### config.mk
export PLATFORM = sky130hd
export DESIGN_NAME = frr_front
export DESIGN_NICKNAME = d
export VERILOG_FILES = /design/src/rtl/fragment_reassembly_receiver_assert.svh /design/src/rtl/frr_pkg.sv /design/src/rtl/frr_fifo.sv /design/src/rtl/frr_front.sv
export SDC_FILE = /design/constraint.sdc
export NUM_CORES = 1
export LEC_CHECK = 0
export BUFFER_PORTS_ARGS = -buffer_cell sky130_fd_sc_hd__buf_2
export CAP_MARGIN = 20
export CORE_MARGIN = 1.5
export CORE_UTILIZATION = 45
export CTS_CLUSTER_DIAMETER = 50
export DETAILED_ROUTE_END_ITERATION = 6
export PLACE_DENSITY = 0.85
export SYNTH_ARGS = -nofsm -noshare
export SYNTH_HDL_FRONTEND = slang
export SYNTH_SLANG_ARGS = --single-unit
### constraint.sdc
create_clock -name clk_i -period 3.9 [get_ports clk_i]
set_input_delay 0.585 -clock clk_i [delete_from_list [all_inputs] [get_ports clk_i]]
set_output_delay 0.585 -clock clk_i [all_outputs]
set_load 0.02 [all_outputs]
### src/rtl/fragment_reassembly_receiver_assert.svh
// ----------------------------------------------------------------------------
// fragment reassembly receiver assertion macros
// concurrent checks clocked on clk_i and held off while rst_ni is low
// ----------------------------------------------------------------------------
`ifndef FRAGMENT_REASSEMBLY_RECEIVER_ASSERT_SVH
`define FRAGMENT_REASSEMBLY_RECEIVER_ASSERT_SVH

`ifndef ASSERT_OFF

`define FRR_ASSERT(name, prop, msg) \
  name: assert property (@(posedge clk_i) disable iff (!rst_ni) (prop)) else $error(msg);

`define FRR_ASSERT_IMPLY(name, ante, cons, msg) \
  name: assert property (@(posedge clk_i) disable iff (!rst_ni) (ante) |-> (cons)) \
    else $error(msg);

`else

`define FRR_ASSERT(name, prop, msg)

`define FRR_ASSERT_IMPLY(name, ante, cons, msg)

`endif

`endif

### src/rtl/frr_pkg.sv
// ----------------------------------------------------------------------------
// frr_pkg
// types and constants shared by the fragment reassembly receiver
// ----------------------------------------------------------------------------
`default_nettype none

package frr_pkg;

  typedef enum logic [1:0] {
    FUNC_BYTE = 2'd0,
    FUNC_TICK = 2'd1,
    FUNC_POP  = 2'd2,
    FUNC_NONE = 2'd3
  } func_e;

  typedef enum logic [1:0] {
    CFG_PEER     = 2'd0,
    CFG_PAIRED   = 2'd1,
    CFG_TIMEOUT  = 2'd2,
    CFG_USE_RSSI = 2'd3
  } cfg_idx_e;

  typedef enum logic [2:0] {
    EV_NONE      = 3'd0,
    EV_IGNORED   = 3'd1,
    EV_KEEPALIVE = 3'd2,
    EV_REALTIME  = 3'd3,
    EV_STORED    = 3'd4,
    EV_DELIVERED = 3'd5,
    EV_REJECTED  = 3'd6
  } ev_e;

  typedef enum logic [2:0] {
    ST_IDLE,
    ST_POP,
    ST_CLASSIFY,
    ST_COPY,
    ST_DRAIN,
    ST_EMIT
  } st_e;

  localparam logic [7:0]        TYPE_DATA      = 8'h03;
  localparam logic [7:0]        TYPE_REALTIME  = 8'h05;
  localparam logic [7:0]        TYPE_KEEPALIVE = 8'h06;
  localparam logic [7:0]        FRAME_LIMIT    = 8'd250;
  localparam logic [7:0]        CHAR_CR        = 8'h0D;
  localparam logic [7:0]        CHAR_LF        = 8'h0A;
  localparam logic signed [7:0] RSSI_NONE      = -8'sd100;
  localparam logic [15:0]       TIMEOUT_RESET  = 16'd3000;

  typedef struct packed {
    logic [1:0]        func;
    logic [7:0]        data_byte;
    logic              frame_start;
    logic              frame_end;
    logic [47:0]       src_mac;
    logic signed [7:0] link_rssi;
    logic              link_rssi_valid;
  } in_item_t;

  typedef struct packed {
    logic [7:0]        out_byte;
    logic              out_valid;
    logic signed [7:0] filtered_rssi;
    logic [10:0]       bytes_waiting;
    logic              message_pending;
    logic [2:0]        frame_event;
  } out_item_t;

  typedef struct packed {
    logic [47:0] peer_address;
    logic        link_paired;
    logic [15:0] reassembly_timeout_ms;
    logic        use_link_rssi;
  } cfg_t;

  // request after the front end has sorted it
  typedef struct packed {
    func_e             kind;
    logic [7:0]        data_byte;
    logic              frame_start;
    logic              frame_end;
    logic              peer_match;
    logic              feed_rssi;
    logic signed [7:0] link_rssi;
  } cmd_t;

endpackage

`default_nettype wire

### src/rtl/frr_fifo.sv
// ----------------------------------------------------------------------------
// frr_fifo
// two entry queue that decouples producer and consumer
// ----------------------------------------------------------------------------
`default_nettype none

module frr_fifo #(
  parameter int WIDTH = 32
) (
  input  wire logic             clk_i,
  input  wire logic             rst_ni,
  input  wire logic             push_i,
  input  wire logic [WIDTH-1:0] data_i,
  output logic                  full_o,
  input  wire logic             pop_i,
  output logic      [WIDTH-1:0] data_o,
  output logic                  empty_o
);

  logic [WIDTH-1:0] mem_q [2];
  logic             wr_q, rd_q;
  logic [1:0]       cnt_q;
  logic             do_push, do_pop;

  assign full_o  = (cnt_q == 2'd2);
  assign empty_o = (cnt_q == 2'd0);
  assign data_o  = mem_q[rd_q];
  assign do_push = push_i && !full_o;
  assign do_pop  = pop_i && !empty_o;

  always_ff @(posedge clk_i or negedge rst_ni) begin
    if (!rst_ni) begin
      wr_q  <= 1'b0;
      rd_q  <= 1'b0;
      cnt_q <= 2'd0;
    end else begin
      if (do_push) begin
        wr_q <= !wr_q;
      end
      if (do_pop) begin
        rd_q <= !rd_q;
      end
      if (do_push && !do_pop) begin
        cnt_q <= cnt_q + 2'd1;
      end else if (do_pop && !do_push) begin
        cnt_q <= cnt_q - 2'd1;
      end
    end
  end

  always_ff @(posedge clk_i) begin
    if (do_push) begin
      mem_q[wr_q] <= data_i;
    end
  end

endmodule

`default_nettype wire

### src/rtl/frr_front.sv
// ----------------------------------------------------------------------------
// frr_front
// takes requests, matches the source against the peer and queues them
// ----------------------------------------------------------------------------
`default_nettype none

module frr_front (
  input  wire logic             clk_i,
  input  wire logic             rst_ni,
  input  wire frr_pkg::cfg_t    cfg_i,
  input  wire logic             push_i,
  input  wire frr_pkg::in_item_t req_i,
  output logic                  full_o,
  input  wire logic             cmd_pop_i,
  output frr_pkg::cmd_t         cmd_o,
  output logic                  cmd_empty_o
);

  frr_pkg::cmd_t cmd_in;
  logic [$bits(frr_pkg::cmd_t)-1:0] cmd_bits;

  always_comb begin
    cmd_in.kind        = frr_pkg::func_e'(req_i.func);
    cmd_in.data_byte   = req_i.data_byte;
    cmd_in.frame_start = req_i.frame_start;
    cmd_in.frame_end   = req_i.frame_end;
    cmd_in.peer_match  = cfg_i.link_paired && (req_i.src_mac == cfg_i.peer_address);
    cmd_in.feed_rssi   = cmd_in.peer_match && cfg_i.use_link_rssi && req_i.link_rssi_valid;
    cmd_in.link_rssi   = req_i.link_rssi;
  end

  frr_fifo #(
    .WIDTH($bits(frr_pkg::cmd_t))
  ) u_cmd_fifo (
    .clk_i  (clk_i),
    .rst_ni (rst_ni),
    .push_i (push_i),
    .data_i (cmd_in),
    .full_o (full_o),
    .pop_i  (cmd_pop_i),
    .data_o (cmd_bits),
    .empty_o(cmd_empty_o)
  );

  assign cmd_o = frr_pkg::cmd_t'(cmd_bits);

endmodule

`default_nettype wire

[After elaboration in Yosys (flattened, before gate mapping)]
Memories as Yosys holds them, arrays and structs flattened.
Cells that the tools add are included.
Word-level totals
  bits in registers: 4
  bits in writable memories: 44
  input bits: 139
  output and inout bits: 24
  word-level logic and storage cells: 27
  memories: 1
Memories
  u_cmd_fifo.mem_q: depth 2, width 22, read ports 1, clocked after Yosys merged registers in 0, wr ports 1, line frr_fifo.sv:20  | logic [WIDTH-1:0] mem_q [2];
Cells by class
  add/sub/neg operators: 2
  equality and inequality tests: 2
  mux-type cells: 4
  reductions and logical operators: 15
Operator list (count)
  $eq A48 B48 Y1: 1
  $logic_and A1 B1 Y1: 7
  $logic_not A1 Y1: 6
  $mux W2: 2
  $add A2 B1 Y2 const B: 1
  $eq A2 B2 Y1 const B: 1
  $logic_not A2 Y1: 1
  $mux W1: 2
  $reduce_bool A2 Y1: 1
  $sub A2 B1 Y2 const B: 1

[Depth between registers and ports, before layout]
Gate-level depths: netlist (run 1).
  depth after elaboration: 7
  mapped depth: 7
  depth with buffers taken out: 7

[By module]
A second synthesis (run 1) with hierarchy kept.
Second synthesis, totals
  cell total of the unflattened synthesis: 159
  area total of the unflattened synthesis: 2349.8 sq um
Modules (own cells, without submodules)
  frr_fifo: instances 1, cells each 87, area each 1788.0 sq um, seq. area each 1421.4 sq um
  frr_front: instances 1, cells each 72, area each 561.8 sq um, seq. area each 0.0 sq um

[Least setup slack after synthesis (run 1)]
No wires, ideal clock.
  path kind: input -> register
  start: in push_i
  end: mem u_cmd_fifo.mem_q[0][0] (netlist name) (enable)
  setup time: 0.401 ns
  arrival: 1.615 ns
  required time: 3.499 ns
  setup slack: 1.884 ns
  stages on the path: 2
  path buffers: 0
  cells stage by stage: nand2_1 nor2_1
Between the ends
  longest elaborated chain between the ends: 3
Ends and longest elaborated chain
  start, declared: line frr_front.sv:11  | input wire logic push_i,
  $logic_and A1 B1 Y1: line frr_fifo.sv:28  | assign do_push = push_i && !full_o;
  $mux W1: line frr_fifo.sv:52  | if (do_push) begin
  $mux W1 (not written as such): line frr_fifo.sv:53  | mem_q[wr_q] <= data_i;
  end, declared: line frr_fifo.sv:20
Every way passes these cells.

==> results_dict.tcl, run 1 <==
set metrics [dict create \
    status "finished, final reports clean" \
    numCtsBuffers 5 \
    crit_fanout 23 \
    dp_hpwl_um 4431 \
    ir_drop_uv 258.6 \
    drive_above_1_share_pct 55.05 \
    yosysWarnings 0 \
    power_density_mw_per_mm2 544.5 \
    initial_core_util_pct 46.86 \
    clk_latency_ps 290 \
    cp_slowest_cell "dfrtp_1" \
    cts_resized 0 \
    die_w_um 75.93 \
    synthArstFlopShare_pct 8.333 \
    gp_congestion 0.7484 \
    wl_per_cell_um 13.52 \
    ys.flop_type "edfxtp_1" \
    p_leak_uw 0.001450 \
    synth_cell_types 25 \
    rsz0062_at_grt "no" \
    max_stage_delay_ps 1000 \
    area_delta_synth_final_pct 40.56 \
    regArea_mm2 0.001421 \
    vias 1888 \
    dieHeight_um 75.93 \
    setup_slack_ps 1431 \
    clock_sinks 48 \
    fin_setup_tns_ps 0 \
    clock_skew_ps 3.986 \
    cts_tree "done" \
    ys_seq_area_share_pct 59.38 \
    post-place-ws_ps 1744 \
    worst_slew_pin_slew_ps 982.1 \
    final_common_cell "buf_2" \
    core_mm2 0.005107 \
    cts_root_buf "clkbuf_8" \
    grt_pass1_wl_um 8535 \
    clock.fmax_mhz 404.9 \
    hold_viol_final 0 \
    viasPerCell 4.756 \
    start_kind "flop" \
    relSlewSlack_pct 34.53 \
    yosys_register_bits 48 \
    grt-ovfl-total 0 \
    multiInputGateArea_um2 929.6 \
    drv_cap 0 \
    drc 0 \
    cts.clk_slew.worst_paths_ps 90 \
    synth_nets 313 \
    nNetsFinal 466 \
    hold_path.class "input pin to asynchronous set/reset pin" \
    synth-edff-count 44 \
    antenna_found_initial 0 \
    pin_count 163 \
    grt_max_degree 24 \
    setup_violations 0 \
    antenna_cells 0 \
    critPathRequiredTime_ps 3310 \
    rows 26 \
    cp-end-kind "output port" \
    die_area_mm2 0.005765 \
    final_cells 397 \
    drt_iter0_markers 72 \
    gr-usage-all-layers_pct 19.03 \
    cts_setup_buffers 0 \
    cp_data_arrival_time_ps 1880 \
    cts_hold_buffers 0 \
    cts_max_level 2 \
    nFillCells 409 \
    place_inst 388 \
    fin_crit_ps 2470 \
    cts.path.max_buffers 2 \
    firstDrtPassIters 4 \
    grt_pass1_vias 1968 \
    syn_inst 173 \
    netlist_area_mm2 0.002394 \
    path_cells "mux2_2, buf_2" \
    antenna_left 0 \
    layout_common_cells "buf_2, edfxtp_1, xnor2_1, mux2_2, nand2b_1" \
    io_buffers 146 \
    drt-total-wl_um 5368 \
    fin_crit_sh_pct 63.32 \
    setup.worst_path.class "flop to output port" \
    drv_slew 0 \
    avgSynthCellArea_um2 13.84 \
]
## per-stage QoR
| step | hold slack [ps] | cell area (um2) | util, % | total power, uW |
|---|---|---|---|---|
| 3_3_place_gp | 392.8 | 3207 | 62.79 | 1445 |
| 2_1_floorplan | 289.4 | 2394 | - | 1220 |
| 5_1_grt | 65.91 | 3364 | 65.87 | 1928 |
| 4_1_cts | 67.79 | 3349 | 65.58 | 1843 |
| 3_5_place_dp | 396.8 | 3234 | 63.33 | 1485 |
| 6_report | 75.30 | 3364 | 65.87 | 1832 |
## cell usage after synthesis, drive strengths merged (2+ instances only)
master	count	area share, %
edfxtp	44	55
xor2	9	3.3
nor3	2	0.63
nor2	4	0.63
nor2b	6	1.6
mux2	22	10
buf	2	0.31
nand2	2	0.31
a2111o	2	0.94
inv	10	1.6
nand2b	14	3.7
dfrtp	4	4.2
nand3	2	0.42
xnor2	28	10
o2111ai	4	1.5
nor4	4	1.0
nand4	7	1.8
## report_power, final
group / total [uW] / switching [uW] / internal (uW)
clock network: 358 / 165 / 193
logic: 682 / 357 / 325
registers: 792 / 86.6 / 706
total: 1830 / 608 / 1220
## routing by layer
metal  GRT usage, %  vias to the layer above  routed length (um)
li1               -                      939                   -
met1          19.75                      851                1964
met2          38.11                       91                3015
met3          3.735                        7                 334
met4          5.556                        0                  53
met5              0                        -                   0
## critical path: cells and delay by family (launching register included)
family | cells | cell delay (ps)
flip-flops | 1 | 1000
multiplexers | 1 | 430
buffers and inverters | 1 | 160
## state kept, by name (all words and copies together), names as in the netlist
name and count:
u_cmd_fifo.cnt_q 2, u_cmd_fifo.wr_q 1, u_cmd_fifo.mem_q 44, u_cmd_fifo.rd_q 1
## path summary, 6_finish.rpt
check	depth (start not counted)	end	start	slack [ps]
min reg2reg	1	u_cmd_fifo.wr_q	u_cmd_fifo.wr_q	520
max in group asynchronous	1	u_cmd_fifo.wr_q	rst_ni	3710
max reg2reg	4	u_cmd_fifo.mem_q[0][19]	u_cmd_fifo.cnt_q[0]	2320
min in group clk_i	1	u_cmd_fifo.mem_q[1][21]	req_i[68]	470
max	2	cmd_o[20]	u_cmd_fifo.rd_q	1430
min	1	u_cmd_fifo.cnt_q[0]	rst_ni	80
## layout make-up
cell class | count | share of cell area [%]
Clock buffer | 5 | 2.045
Timing Repair Buffer | 148 | 22.98
Multi-Input combinational cell | 113 | 27.63
Sequential cell | 48 | 42.25
Clock inverter | 3 | 1.376
Inverter | 10 | 1.116
Tap cell | 70 | 2.603
## logic make-up (layout without fill, tap and decap cells)
family                     after synthesis  count (layout)  share of synthesized area, %
AOI/OAI and AO/OA                       10              10                         3.659
xor gates and xnor gates                37              37                         13.54
adders and majority gates                1               1                        0.5227
buffers and inverters                   12             166                         1.882
DFF                                     48              48                         59.38
muxes                                   22              22                         10.35
and+or+nand+nor                         43              43                         10.66
Note: power is estimated with default switching activity, not from simulation.
==> run 2: changes to the inputs <==
- ABC_AREA: not set -> 1
- CORE_UTILIZATION: 45 -> 44
- PLACE_DENSITY: 0.85 -> 0.8
- clock period: 3.9 -> 2.4 ns (I/O delays scaled with it)
==> run 2 against run 1 <==
  * Wire length increased by 15%
  * Via count is 41% higher
  * Critical path depth is 2 higher
  * First-iteration DRC count increased by 42%
  * Sequential cell count stayed put
  * Clock power increased by 82%
  * Setup slack got worse by 990 ps
  * Die area up 16%
  * Register-to-register slack worse by 1800 ps
  * Area after synthesis up 14%
  * Hold slack improved by 180 ps
  * Sequential power is 54% higher
  * Largest cell class unchanged
==> results_dict.tcl, run 2 <==
set metrics [dict create \
    area_delta_synth_final_pct 35.82 \
    p_leak_uw 0.002126 \
    path_cells "inv_1, nand2_1, nand2_1, buf_2" \
    drv_cap 0 \
    io_buffers 146 \
    synth_top_family_by_area "simple AND/OR/NAND/NOR gates" \
    cts.clk_slew.worst_paths_ps 80 \
    start_kind "flop" \
    synth_nets 510 \
    clock_sinks 48 \
    ir_drop_uv 562.1 \
    ff2ff_path_depth 6 \
    setup.worst_path.class "flop to output port" \
    fin_hold_ws_ps 253.1 \
    rows 28 \
    core_mm2 0.005956 \
    final_util_pct 62.06 \
    drt_iter0_markers 102 \
    r2r_end "u_cmd_fifo.cnt_q[1]" \
    synthMuxAreaShare_pct 0 \
    cts_hold_buffers 1 \
    met1_length_um 2237 \
    cts_max_level 2 \
    cts_setup_buffers 0 \
    drive_above_1_share_pct 30.78 \
    gr-usage-all-layers_pct 18.33 \
    drc 0 \
    cts_root_buf "clkbuf_8" \
    dieHeight_um 81.65 \
    gp_congestion 0.7857 \
    startpoint "u_cmd_fifo.rd_q" \
    initial_core_util_pct 45.69 \
    viasPerCell 4.448 \
    clock_skew_ps 6.703 \
    post-place-ws_ps 600.7 \
    die_w_um 81.65 \
    synth_commonest_cells "nand2_1, inv_1, edfxtp_1, nor2_1, xnor2_1" \
    cp_slowest_cell "inv_1" \
    power_density_mw_per_mm2 848.3 \
    regMostFlops "u_cmd_fifo.mem_q" \
    vias 2660 \
    grt-ovfl-total 0 \
    yosysWarnings 0 \
    r2r_setup_slack_ps 570 \
    yosys.area_share.simple_pct 31.26 \
    synth_xor_area_share_pct 3.540 \
    grt_pass1_wl_um 9549 \
    r2r-start "u_cmd_fifo.cnt_q[0]" \
    top_layer "met4" \
    setup_slack_ps 443.4 \
    antenna_left 0 \
    top_regs "u_cmd_fifo.mem_q x44, u_cmd_fifo.cnt_q x2" \
    drv_slew 0 \
    hold_path.class "input pin to flop" \
    synth_compound_area_share_pct 2.115 \
    cp_data_arrival_time_ps 1600 \
    avgSynthCellArea_um2 7.355 \
    drt-total-wl_um 6153 \
    wl_met2_um 3363 \
    relSlewSlack_pct 52.78 \
    antenna_found_initial 0 \
    yosys_register_bits 48 \
    hold_viol_final 0 \
    dp_hpwl_um 5107 \
    netlist_area_mm2 0.002721 \
    clk_latency_ps 290 \
    yosysMostFrequentCell "nand2_1" \
    nNetsFinal 663 \
    yosysTopAreaCell "edfxtp_1" \
    setup_violations 0 \
    antenna_cells 0 \
    cp-end-kind "output port" \
    critPathRequiredTime_ps 2040 \
    worst_slew_pin_slew_ps 707.5 \
    firstDrtPassIters 4 \
    layout_common_cells "nand2_1, buf_2, inv_1, edfxtp_1, nor2_1" \
    synth-edff-count 44 \
    wl_per_cell_um 10.29 \
    cts.path.max_buffers 2 \
    grt_pass1_vias 2472 \
    synthTopCellsByArea "edfxtp_1, nand2_1, inv_1, nor2_1, dfrtp_1" \
    cts_tree "done" \
    cp.depth 4 \
    ys.flop_type "edfxtp_1" \
    fin_crit_ps 1957 \
    fin_setup_tns_ps 0 \
    final_common_cell "nand2_1" \
    path_delay_family "buffers and inverters" \
    synth_top_area_share_pct 48.55 \
    numCtsBuffers 5 \
    pin_count 163 \
    fin_crit_sh_pct 81.52 \
    ys_seq_area_share_pct 52.23 \
    wl_met3_um 447 \
    status "finished, final reports clean" \
    clock.fmax_mhz 511.1 \
    die_area_mm2 0.006666 \
    synthArstFlopShare_pct 8.333 \
    grt_max_degree 24 \
    synth_fa_ha_area_share_pct 0.4598 \
    largest_reg_flops 44 \
    endpoint "cmd_o[15]" \
    cp_common_cell "nand2_1" \
    crit_buf_inv 2 \
    synth_cell_types 16 \
    rsz0062_at_grt "no" \
    cts_resized 0 \
    syn_inst 370 \
    crit_fanout 23 \
    max_stage_delay_ps 530 \
]
run 2: cell types whose count changed in the layout (fill, tap and decap cells not counted), moves of 5 or more:
cell | previous run | this run
xnor2_1 | 28 | 7
nor2_1 | 3 | 41
nand4_1 | 7 | 0
nand2_1 | 2 | 176
xor2_1 | 9 | 4
mux2_2 | 22 | 0
inv_1 | 10 | 71
nand2b_1 | 14 | 0
nor2b_1 | 6 | 0
run 2: worst min path at each step:
stage               cells past startpoint  slack (ps)                endpoint  startpoint
floorplan                               0          60     u_cmd_fifo.cnt_q[0]      rst_ni
global placement                        1         170         u_cmd_fifo.rd_q      rst_ni
detailed placement                      1         170         u_cmd_fifo.rd_q      rst_ni
CTS                                     1         250  u_cmd_fifo.mem_q[0][5]    req_i[6]
global route                            1         240  u_cmd_fifo.mem_q[1][1]    req_i[2]
finish                                  1         250  u_cmd_fifo.mem_q[0][5]    req_i[6]
run 2: logic make-up after synthesis:
group,Yosys count
AO/OA/AOI/OAI,11
flip-flops,48
AND/OR/NAND/NOR,224
XOR/XNOR,11
buffers and inverters,75
adder cells (fa/ha/maj),1
run 2: where the power goes:
| part | internal, uW | switching (uW) | total (uW) |
|---|---|---|---|
| logic | 426 | 842 | 1270 |
| clock network | 410 | 240 | 650 |
| registers | 1150 | 71.2 | 1220 |
run 2: metal layers:
| metal | vias up | track usage, % |
|---|---|---|
| li1 | 1408 | - |
| met1 | 1138 | 18.83 |
| met2 | 104 | 36.69 |
| met3 | 10 | 3.333 |
| met4 | 0 | 6.102 |
| met5 | - | 0 |
run 2: worst register-to-register path, delay by kind of cell (launching register included):
| family | cells | cell delay, ps |
|---|---|---|
| DFF | 1 | 450 |
| adders and majority gates | 1 | 340 |
| buffers and inverters | 1 | 130 |
| AOI/OAI and AO/OA | 3 | 640 |
| xor gates and xnor gates | 1 | 160 |
run 2: through the flow:
stage	instance area (um2)	total power [uW]	std cells
final	3696	3135	598
after CTS	3696	3168	598
after floorplan	2721	2028	370
after detailed placement	3557	2518	590
after global routing	3696	3362	598
after global placement	3557	2466	590
run 2: area by class of cell:
cell class / count / area, um2
multi-input combinational: 247 / 1022
timing repair buffer: 150 / 763.2
fill: 550 / 2260
sequential: 48 / 1421
clock buffer: 5 / 68.82
inverter: 71 / 266.5
tap: 75 / 93.84
clock inverter: 2 / 60.06
