File: src/rtl/fragment_reassembly_receiver_assert.svh
// ----------------------------------------------------------------------------
// fragment reassembly receiver assertion macros
// concurrent checks clocked on clk_i and held off while rst_ni is low
// ----------------------------------------------------------------------------
`ifndef FRAGMENT_REASSEMBLY_RECEIVER_ASSERT_SVH
`define FRAGMENT_REASSEMBLY_RECEIVER_ASSERT_SVH

`ifndef ASSERT_OFF

`define FRR_ASSERT(name, prop, msg) \
  name: assert property (@(posedge clk_i) disable iff (!rst_ni) (prop)) else $error(msg);

`define FRR_ASSERT_IMPLY(name, ante, cons, msg) \
  name: assert property (@(posedge clk_i) disable iff (!rst_ni) (ante) |-> (cons)) \
    else $error(msg);

`else

`define FRR_ASSERT(name, prop, msg)

`define FRR_ASSERT_IMPLY(name, ante, cons, msg)

`endif

`endif

File: src/rtl/frr_fifo.sv
// ----------------------------------------------------------------------------
// frr_fifo
// two entry queue that decouples producer and consumer
// ----------------------------------------------------------------------------
`default_nettype none

module frr_fifo #(
  parameter int WIDTH = 32
) (
  input  wire logic             clk_i,
  input  wire logic             rst_ni,
  input  wire logic             push_i,
  input  wire logic [WIDTH-1:0] data_i,
  output logic                  full_o,
  input  wire logic             pop_i,
  output logic      [WIDTH-1:0] data_o,
  output logic                  empty_o
);

  logic [WIDTH-1:0] mem_q [2];
  logic             wr_q, rd_q;
  logic [1:0]       cnt_q;
  logic             do_push, do_pop;

  assign full_o  = (cnt_q == 2'd2);
  assign empty_o = (cnt_q == 2'd0);
  assign data_o  = mem_q[rd_q];
  assign do_push = push_i && !full_o;
  assign do_pop  = pop_i && !empty_o;

  always_ff @(posedge clk_i or negedge rst_ni) begin
    if (!rst_ni) begin
      wr_q  <= 1'b0;
      rd_q  <= 1'b0;
      cnt_q <= 2'd0;
    end else begin
      if (do_push) begin
        wr_q <= !wr_q;
      end
      if (do_pop) begin
        rd_q <= !rd_q;
      end
      if (do_push && !do_pop) begin
        cnt_q <= cnt_q + 2'd1;
      end else if (do_pop && !do_push) begin
        cnt_q <= cnt_q - 2'd1;
      end
    end
  end

  always_ff @(posedge clk_i) begin
    if (do_push) begin
      mem_q[wr_q] <= data_i;
    end
  end

endmodule

`default_nettype wire

File: config.mk
export PLATFORM = sky130hd
export DESIGN_NAME = frr_fifo
export DESIGN_NICKNAME = d
export VERILOG_FILES = /design/src/rtl/fragment_reassembly_receiver_assert.svh /design/src/rtl/frr_fifo.sv
export SDC_FILE = /design/constraint.sdc
export NUM_CORES = 1
export LEC_CHECK = 0
export BUFFER_PORTS_ARGS = -buffer_cell sky130_fd_sc_hd__buf_2
export CORE_UTILIZATION = 45
export CTS_CLUSTER_SIZE = 40
export DETAILED_ROUTE_END_ITERATION = 7
export PLACE_DENSITY = 0.73
export SLEW_MARGIN = 15
export SYNTH_ARGS = -nofsm -noshare
export SYNTH_HDL_FRONTEND = slang
export SYNTH_SLANG_ARGS = --single-unit
export TNS_END_PERCENT = 30
File: constraint.sdc
create_clock -name clk_i -period 2.6 [get_ports clk_i]
set_input_delay 0 -clock clk_i [delete_from_list [all_inputs] [get_ports clk_i]]
set_output_delay 0 -clock clk_i [all_outputs]
set_load 0.01 [all_outputs]
# Word level (Yosys, flattened, before mapping)
# Memories as Yosys holds them, arrays and structs flattened.
# Index checks and enable logic that the tools add are counted.
# totals
mem_count,1
ff_bits,4
ramBits,64
output_inout_bits,34
elab_cells,23
# classes
n_addsub,2
reduce_logical,12
muxes,4
eq_ne,1
# mem_list
name,depth,width,rd,rd_clocked_by_memory_dff,write_ports,line_no,rtl
mem_q,2,32,1,0,1,frr_fifo.sv:20,logic [WIDTH-1:0] mem_q [2];
# op_table
cell,count
$logic_not 1->1,6
$logic_and 1x1->1,4
$mux 2,2
$add 2x1->2 const B,1
$eq 2x2->1 const B,1
$logic_not 2->1,1
$mux 1,2
$reduce_bool 2->1,1
$sub 2x1->2 const B,1

# Longest topological paths before layout
# Gate-level depths: netlist of the first run.
# depth
depth_word,7
ltp_mapped,7
ltp_nobuf,7

# Worst setup path after synthesis of the first run
# OpenSTA, ideal clock, no wires.
# synth_timing
path_type,reg2reg
start,reg cnt_q[0]
end,mem mem_q[0][0] (enable)
t_required_ps,2179
arrival_ps,2004
n_path_buf,0
setup_ps,421
setup_slack_ps,175
synth_period_minus_slack_ps,2425
path_stages_with_launch,4
cell_sequence,dfrtp_1 -> nand2b_1 -> nand2_1 -> nor2_1
# synth_via
elab_chain_cells,5
# synth_rtl
element,line_no,rtl
from (decl),frr_fifo.sv:22,logic [1:0] cnt_q;
from (signal assigned),frr_fifo.sv:44,cnt_q <= cnt_q + 2'd1;
from (signal assigned),frr_fifo.sv:46,cnt_q <= cnt_q - 2'd1;
$eq 2x2->1,frr_fifo.sv:25,assign full_o = (cnt_q == 2'd2);
$logic_not 1->1,frr_fifo.sv:28,assign do_push = push_i && !full_o;
$logic_and 1x1->1,frr_fifo.sv:28,
$mux 1,frr_fifo.sv:52,if (do_push) begin
$mux 1 (not written as such),frr_fifo.sv:53,mem_q[wr_q] <= data_i;
to (decl),frr_fifo.sv:20,
# No other way between the ends.

# Worst setup path in the final report of the first run
# layout_timing
start,reg rd_q
end,out data_o[19]
# layout_via
elab_chain_cells,1
# layout_rtl
element,line_no,rtl
from (decl),frr_fifo.sv:21,"logic wr_q, rd_q;"
from (signal assigned),frr_fifo.sv:41,rd_q <= !rd_q;
$mem_v2 2x32,n/a,
to (decl),frr_fifo.sv:16,"output logic [WIDTH-1:0] data_o,"
# No other way between the ends.

==> metrics.txt, run 1 <==
count of filler cells inserted in the layout=about 440; CTS Root Cell=sky130_fd_sc_hd__clkbuf_8; sum of negative setup slack=0 ps; highest clock frequency the design can meet=0.531 GHz; number of instances resized during post-cts repair=0; number of buffers on the longest clock path=2; number of different library cells in the post-synthesis netlist=15; clock-pin slew on the worst setup and hold paths=70 ps; minimum setup slack after placement=896 ps; number of buffers inserted during clock tree synthesis=9; x dimension of the die=slightly below 80 µm; Lkg Pwr=1.47 nW; Die Area=approximately 6200 µm²; syn_area_per_cell=around 22 µm²; sequential fraction of the synthesis area=0.760; buffers added on ports=69; peak ir drop on the vdd network=~790 µV; global-route wire length before repair=slightly below 7000 µm; post-synthesis cell area=2660 µm²; minimum period implied by the final worst setup slack=1880 ps; number of warnings reported in the yosys synthesis log=0; Final setup violation count=0; worst setup path category=flip-flop to primary output; clock tree skew after final layout=7.15 ps; Slew HR=0.488; number of global-route vias before repair=approximately 1500; remaining antenna violation count after routing=0; antenna violations before repair=0; worst path required time=2600 ps; endpoint type of the worst setup path=primary output; Post-CTS Hold Buffers=35; setup bufs post-CTS=0; most common library cell in the layout ignoring fill and taps=sky130_fd_sc_hd__buf_2; net count of the finished layout=270; final estimated routing congestion in global placement=0.698; status=finished clean; final count of hold timing violations=0; most frequent cells in the layout=69 x sky130_fd_sc_hd__buf_2, 64 x sky130_fd_sc_hd__edfxtp_1, 35 x sky130_fd_sc_hd__dlygate4sd3_1; Skew-Pair Late Insertion Delay=between 300 and 400 ps; detailed-placement wirelength estimate=around 2700 µm; CTS H-tree lvls=3; arrival time at the worst endpoint=1880 ps; final wirelength=4500 µm; post-route worst setup slack=717 ps; row count=27; Vias/cell=about 4.6; final count of pins violating max slew=0; number of violations of the max-capacitance limit=0; overall die height=78.9 µm; met2 wire length=2280 µm; maximum net fanout on the critical path=19; total via count after detailed routing=1428; detailed-routing iteration count for the pre-antenna-repair pass=4; Met3 Routed Length=236 µm; clock tree from TritonCTS=done; final global-route overflow total=0; CP startpoint kind=flip-flop; Post-Synthesis Cells=roughly 120; FF+latch count, synth=68; top-level I/O count=70; RSZ-0062 raised after global routing=false; number of design-rule violations left by the first detailed-router iteration=46; top routing layer used=met4; total nets after synthesis=156; overall global routing resource usage=0.155; class of the tightest hold or removal check=input port to flip-flop; slew at the pin closest to its max-slew limit=768 ps; largest net degree at the start of global routing=33; Tcrit/Tclk final=0.724; starting utilization of the core area=0.474; Core Footprint=5610 µm²; share of post-route cells with drive strength above 1=0.504; power per unit of standard cell area=1020 nW/µm²; area delta synth->final=35.0%; count of clock tree sinks=between 60 and 70; Antenna Diode Count=0; average wire per standard cell=14.5 µm; Residual DRC=0; total routed wire length on the met1 layer=roughly 1900 µm
## synthesized netlist by cell type, drive strengths merged
master  count  area share
edfxtp     64        0.72
mux2       32        0.18
buf         4       0.027
dfrtp       4       0.038
nor2        3      0.0042
xnor2       3      0.0099
inv         2      0.0028
xor2        2      0.0066
and3        1      0.0024
ha          1      0.0047
nand2       1      0.0014
nand2b      1      0.0024
o21ai       1      0.0019
## through the flow
stage                     total power, W  cell area [µm²]  utilization  hold slack [ps]  instances
final                            0.00365             3590        0.640             59.0        310
after detailed placement         0.00285             3060        0.545             -186        259
after global routing             0.00384             3590        0.640             90.9        310
after floorplan                  0.00255             2660            -             -296        119
after CTS                        0.00369             3590        0.640             41.1        310
after global placement           0.00283             3060        0.545             -189        259
## state kept, by name, summed over array words and instances (netlist names)
name / flops
wr_q: 1
rd_q: 1
mem_q: 64
cnt_q: 2
## cell type report
cell class,instances,area (µm²),area share
multi-input cells,45,567,0.158
well taps,72,90.1,0.0251
clock inverters,6,55.1,0.0153
flip-flops and latches,68,2020,0.564
clock buffers,10,128,0.0356
repair buffers,107,718,0.200
inverters,2,7.51,0.00209
## logic make-up (layout without fill, tap and decap cells)
group | count (synthesis) | after routing | share of synthesized area
adders and majority gates | 1 | 1 | 0.00471
xor gates and xnor gates | 5 | 5 | 0.0165
muxes | 32 | 32 | 0.176
and+or+nand+nor | 6 | 6 | 0.0104
DFF | 68 | 68 | 0.760
AOI/OAI and AO/OA | 1 | 1 | 0.00188
buffers and inverters | 6 | 125 | 0.0296
## routing by layer
metal	vias to the layer above	global-route usage
li1	685	-
met1	683	0.183
met2	51	0.259
met3	9	0.0356
met4	0	0.0927
met5	-	0
## worst max-delay path, cell delays in order (launching register included)
cell and delay, ps:
sky130_fd_sc_hd__dfrtp_2 740, sky130_fd_sc_hd__buf_4 340, sky130_fd_sc_hd__mux2_4 320, sky130_fd_sc_hd__buf_2 140
## worst paths after layout
kind | startpoint | slack, ps | to | cells after the start
min in group asynchronous | rst_ni | 550 | wr_q | 3
min | push_i | 60 | wr_q | 3
max in group asynchronous | rst_ni | 1860 | rd_q | 3
max | rd_q | 720 | data_o[19] | 3
max reg2reg | cnt_q[0] | 920 | mem_q[0][6] | 4
min reg2reg | cnt_q[1] | 540 | cnt_q[1] | 1
## power breakdown
part	switching, W	total [W]	internal [W]
logic	0.000534	0.00119	0.000653
registers	0.000157	0.00166	0.00151
clock network	0.000368	0.000801	0.000433
Power figures use the tool's default switching activity.
==> inputs of run 2 (changes only) <==
--- a/config.mk
+++ b/config.mk
@@ -5,11 +5,12 @@
 export SDC_FILE = /design/constraint.sdc
 export NUM_CORES = 1
 export LEC_CHECK = 0
+export ABC_AREA = 1
 export BUFFER_PORTS_ARGS = -buffer_cell sky130_fd_sc_hd__buf_2
 export CORE_UTILIZATION = 45
 export CTS_CLUSTER_SIZE = 40
 export DETAILED_ROUTE_END_ITERATION = 7
-export PLACE_DENSITY = 0.73
+export PLACE_DENSITY = 0.7
 export SLEW_MARGIN = 15
 export SYNTH_ARGS = -nofsm -noshare
 export SYNTH_HDL_FRONTEND = slang
==> constraint.sdc (replaced) <==
create_clock -name clk_i -period 1.8 [get_ports clk_i]
set_input_delay 0 -clock clk_i [delete_from_list [all_inputs] [get_ports clk_i]]
set_output_delay 0 -clock clk_i [all_outputs]
set_load 0.01 [all_outputs]
==> run 2 against run 1 <==
The run now ends with negative hold slack left. Count of clock-buffer cells in the layout is the same. Sequential share of layout area is 0.64 points higher. Flip-flop and latch count is the same. Total power is 44% higher. Clock power rose by 46%. Hold slack worse by 71 ps. Largest cell class unchanged. Highest routed layer unchanged.
==> metrics.txt, run 2 <==
endpoint type of the worst setup path=flip-flop; buffers added on ports=69; remaining antenna violation count after routing=0; CTS Root Cell=sky130_fd_sc_hd__clkbuf_8; Slew HR=0.377; most frequent cells in the layout=105 x sky130_fd_sc_hd__nand2_1, 69 x sky130_fd_sc_hd__buf_2, 64 x sky130_fd_sc_hd__edfxtp_1; max FFs per register=64; area delta synth->final=38.6%; global-route wire length before repair=8310 µm; count of flip-flops with a built-in enable after synthesis=64; row count=27; overall global routing resource usage=0.190; detailed-routing iteration count for the pre-antenna-repair pass=4; syn_area_per_cell=12.9 µm²; count of clock tree sinks=68; clock tree skew after final layout=9.49 ps; RSZ-0062 raised after global routing=false; Die Area=around 6000 µm²; final wirelength=5130 µm; most common library cell in the layout ignoring fill and taps=sky130_fd_sc_hd__nand2_1; number of design-rule violations left by the first detailed-router iteration=150; minimum period implied by the final worst setup slack=1650 ps; most flop-heavy register=mem_q; clock tree from TritonCTS=done; Antenna Diode Count=0; highest clock frequency the design can meet=0.608 GHz; largest net degree at the start of global routing=34; Post-Synthesis Cells=between 150 and 200; top-level I/O count=70; leading register cell type out of synthesis=sky130_fd_sc_hd__edfxtp_1; net count of the finished layout=349; final count of hold timing violations=1; average wire per standard cell=13.2 µm; Post-Place Cells=338; fraction of registers with async set/reset=0.0588; total via count after detailed routing=1781; peak ir drop on the vdd network=931 µV; detailed-placement wirelength estimate=~2800 µm; final estimated routing congestion in global placement=slightly above 0.7; most instantiated library cell after synthesis=sky130_fd_sc_hd__nand2_1; number of global-route vias before repair=1826; status=complete, but fails checks; area of the multi-input gates=475 µm²; number of warnings reported in the yosys synthesis log=0; antenna violations before repair=0; worst setup path category=flip-flop to flip-flop; Vias/cell=about 4.6; maximum net fanout on the critical path=32; number of different library cells in the post-synthesis netlist=15; Final Instance Count excl. Fillers=389; Final setup violation count=0; power per unit of standard cell area=1480 nW/µm²; clock-pin slew on the worst setup and hold paths=roughly 70 ps; Lkg Pwr=around 1.6 nW; sum of negative setup slack=0 ps; Skew-Pair Late Insertion Delay=340 ps; Core Footprint=around 5500 µm²; register area=2020 µm²; number of violations of the max-capacitance limit=0; biggest regs=mem_q x64, cnt_q x2; sequential fraction of the synthesis area=0.790; post-synthesis cell area=~2600 µm²; total nets after synthesis=236; synth cell count leaders=105 x sky130_fd_sc_hd__nand2_1, 64 x sky130_fd_sc_hd__edfxtp_1, 7 x sky130_fd_sc_hd__inv_1; Residual DRC=0; share of post-route cells with drive strength above 1=0.290; worst hold-check slack=-11.5 ps; worst path required time=1760 ps; count of filler cells inserted in the layout=roughly 440; leading cell types by total area after synthesis=sky130_fd_sc_hd__edfxtp_1 75%, sky130_fd_sc_hd__nand2_1 15%, sky130_fd_sc_hd__dfrtp_1 3.9%; final global-route overflow total=0; arrival time at the worst endpoint=1600 ps; Tcrit/Tclk final=0.914; number of buffers inserted during clock tree synthesis=9; portion of synthesized cell area occupied by the leading cell type=0.751; starting utilization of the core area=0.465; area leader, netlist=sky130_fd_sc_hd__edfxtp_1; total design power=~0.0053 W; slew at the pin closest to its max-slew limit=933 ps; x dimension of the die=77.4 µm; FF+latch count, synth=68; class of the tightest hold or removal check=input port to flip-flop; failing checks=negative hold slack; minimum setup slack among reg-to-reg paths=150 ps; overall die height=77.4 µm; CTS H-tree lvls=3; final count of pins violating max slew=0; number of buffers on the longest clock path=2; Util after Layout=0.644; CP startpoint kind=flip-flop
==> run 2: metal layers <==
layer	part of all wire	vias up	global-route usage
met5	0	-	0
met4	0.011	0	0.0906
met3	0.055	6	0.0612
met2	0.51	58	0.304
met1	0.43	824	0.234
li1	-	893	-
==> run 2: kinds of logic (layout without fill, tap and decap cells) <==
| kind of cell | Yosys count | count (layout) | share of synthesized area |
|---|---|---|---|
| flops | 68 | 68 | 0.790 |
| fa+ha+maj | 1 | 1 | 0.00489 |
| compound gates | 2 | 2 | 0.00391 |
| simple gates | 112 | 112 | 0.169 |
| buf+inv | 15 | 133 | 0.0284 |
| xor+xnor | 1 | 1 | 0.00342 |
==> run 2: area by class of cell <==
type,instances,share of cell area
well taps,72,0.0254
inverters,8,0.00847
flip-flops and latches,68,0.570
clock buffers,10,0.0360
repair buffers,109,0.210
multi-input cells,116,0.134
clock inverters,6,0.0155
==> run 2: final timing paths <==
kind	from	endpoint	cells past startpoint
hold reg to reg	wr_q	wr_q	2
max in group asynchronous	rst_ni	wr_q	3
setup reg to reg	cnt_q[1]	mem_q[1][14]	3
setup / recovery	cnt_q[1]	mem_q[1][14]	3
hold / removal	push_i	wr_q	4
min in group asynchronous	rst_ni	cnt_q[1]	3
==> run 2: critical path, stage by stage (launching register included) <==
cell and delay, ps:
sky130_fd_sc_hd__dfrtp_1 380, sky130_fd_sc_hd__inv_1 80, sky130_fd_sc_hd__o21ai_2 80, sky130_fd_sc_hd__nor2_4 710
==> run 2: what timing repair did <==
item / 4_1_cts / 5_1_grt
endpoints found under the setup margin: 0 / 32
resized for setup: 0 / 2
setup buffers: 0 / 0
hold buffers: 35 / 0
endpoints found under the hold margin: 69 / 0
==> run 2: where the power goes <==
part,switching (W),internal [W],total [W]
Combinational,0.00116,0.000666,0.00183
Sequential,0.0000937,0.00216,0.00226
Clock,0.000546,0.000626,0.00117
Total,0.00180,0.00346,0.00526
==> run 2: stage by stage <==
stage          setup slack (ps)  cell area, µm²  hold WS [ps]
3_3_place_gp               69.1            3010          -188
6_report                    155            3550         -11.5
2_1_floorplan              76.1            2570          -296
3_5_place_dp               56.7            3010          -187
4_1_cts                    43.6            3540          35.4
5_1_grt                    27.9            3550          15.9
==> inputs of run 3 (changes only) <==
==> constraint.sdc (replaced) <==
create_clock -name clk_i -period 2.05 [get_ports clk_i]
set_input_delay 0 -clock clk_i [delete_from_list [all_inputs] [get_ports clk_i]]
set_output_delay 0 -clock clk_i [all_outputs]
set_load 0.01 [all_outputs]
==> run 3 against run 2 <==
The run now ends clean. Non-clock buffer count fell by 2. Total power down 16%. Flip-flop and latch count unchanged. Critical path depth is 3 higher. Via count shrank 0.34%. Utilization down 0.68 points. First-iteration DRC count down 22%. Routed wire length shrank 9.0%. Clock skew about the same. Maximum frequency grew 0.36%. Setup slack improved by 260 ps. Critical path type unchanged. Highest routed layer unchanged.
==> metrics.txt, run 3 (synthesized netlist as in run 2, its figures left out) <==
status=finished clean; slew at the pin closest to its max-slew limit=578 ps; count of clock tree sinks=68; setup bufs post-CTS=0; buffers added on ports=69; peak ir drop on the vdd network=728 µV; worst path required time=2080 ps; Worst Path Buf+Inv=3; number of instances resized during post-cts repair=0; most common library cell in the layout ignoring fill and taps=sky130_fd_sc_hd__nand2_1; delay contributed by the slowest stage of the critical path=roughly 420 ps; area delta synth->final=37.1%; Residual DRC=0; final global-route overflow total=0; Slew HR=0.614; top-level I/O count=70; class of the tightest hold or removal check=input port to flip-flop; antenna violations before repair=0; Post-CTS Hold Buffers=35; detailed-placement wirelength estimate=roughly 2700 µm; number of violations of the max-capacitance limit=0; power per unit of standard cell area=about 1300 nW/µm²; Die Area=5990 µm²; kind of cell adding the most delay to the critical path=buffers and inverters; sum of negative setup slack=0 ps; cells along the critical path=inv_1 -> nor2_2 -> nor2_2 -> nand2_1 -> inv_1 -> buf_12; final wirelength=4670 µm; x dimension of the die=77.4 µm; average wire per standard cell=12.1 µm; register area=2020 µm²; clock-pin slew on the worst setup and hold paths=about 70 ps; number of global-route vias before repair=1677; Vias/cell=roughly 4.6; count of filler cells inserted in the layout=421; number of design-rule violations left by the first detailed-router iteration=roughly 120; global-route wire length before repair=7470 µm; cell type of the slowest stage on the worst timing path=sky130_fd_sc_hd__dfrtp_1; number of buffers on the longest clock path=2; Util after Layout=0.637; net count of the finished layout=347; clock tree skew after final layout=9.54 ps; starting utilization of the core area=0.465; largest net degree at the start of global routing=34; Skew-Pair Late Insertion Delay=330 ps; final estimated routing congestion in global placement=0.743; max FFs per register=64; row count=27; RSZ-0062 raised after global routing=false; share of post-route cells with drive strength above 1=0.273; endpoint type of the worst setup path=flip-flop; highest clock frequency the design can meet=roughly 0.61 GHz; maximum net fanout on the critical path=25; Lkg Pwr=between 1.5 and 2 nW; remaining antenna violation count after routing=0; CTS H-tree lvls=3; most flop-heavy register=mem_q; arrival time at the worst endpoint=1670 ps; final count of pins violating max slew=0; worst setup path category=flip-flop to flip-flop; CTS Root Cell=sky130_fd_sc_hd__clkbuf_8; final count of hold timing violations=0; overall global routing resource usage=0.170; overall die height=77.4 µm; detailed-routing iteration count for the pre-antenna-repair pass=4; number of buffers inserted during clock tree synthesis=9; Tcrit/Tclk final=0.800; CP startpoint kind=flip-flop; biggest regs=mem_q x64, cnt_q x2; area of the multi-input gates=472 µm²; Final setup violation count=0; most frequent cells in the layout=105 x sky130_fd_sc_hd__nand2_1, 69 x sky130_fd_sc_hd__buf_2, 64 x sky130_fd_sc_hd__edfxtp_1; clock tree from TritonCTS=done; Antenna Diode Count=0; Core Footprint=between 5000 and 6000 µm²; total via count after detailed routing=1775; minimum period implied by the final worst setup slack=1640 ps
[run 3: worst register-to-register path, cell delays in order, from the launching register on]
cell                      delay, ps
sky130_fd_sc_hd__dfrtp_1        420
sky130_fd_sc_hd__inv_1          140
sky130_fd_sc_hd__nor2_2          50
sky130_fd_sc_hd__nor2_2         110
sky130_fd_sc_hd__nand2_1         80
sky130_fd_sc_hd__inv_1          300
sky130_fd_sc_hd__buf_12         240
[run 3: cell type report]
| type | count | area share |
|---|---|---|
| tap | 72 | 0.0257 |
| timing repair buffer | 107 | 0.212 |
| inverter | 8 | 0.00856 |
| multi-input combinational | 116 | 0.134 |
| sequential | 68 | 0.576 |
| clock buffer | 12 | 0.0385 |
| clock inverter | 4 | 0.00464 |
[run 3: through the flow]
stage                     setup slack (ps)  total power, W  hold slack [ps]  instance area (µm²)  std cells
final                                  411         0.00442             38.1                 3510        387
after floorplan                        202         0.00294             -296                 2560        199
after global routing                   310         0.00471             63.4                 3510        387
after CTS                              442         0.00445             15.7                 3510        387
after global placement                 506         0.00351             -187                 3010        336
after detailed placement               452         0.00353             -186                 3010        336
[run 3: final timing paths]
kind	startpoint	to	slack (ps)	cells past startpoint
hold / removal	push_i	wr_q	40	5
setup reg to reg	cnt_q[1]	mem_q[0][8]	410	6
setup / recovery	cnt_q[1]	mem_q[0][8]	410	6
min in group asynchronous	rst_ni	wr_q	560	3
max in group asynchronous	rst_ni	cnt_q[1]	1290	3
hold reg to reg	wr_q	wr_q	500	2
[run 3: report_power, final]
part,leakage [nW],total (W),internal [W],switching [W]
registers,0.643,0.00199,0.00190,0.0000981
clock network,0.0769,0.000868,0.000426,0.000442
logic,0.821,0.00156,0.000570,0.000991
[run 3: metal layers]
layer,vias to the layer above,global-route usage,part of all wire
li1,879,-,-
met2,75,0.258,0.47
met4,0,0.111,0.025
met3,14,0.0424,0.065
met5,-,0,0
met1,807,0.219,0.44
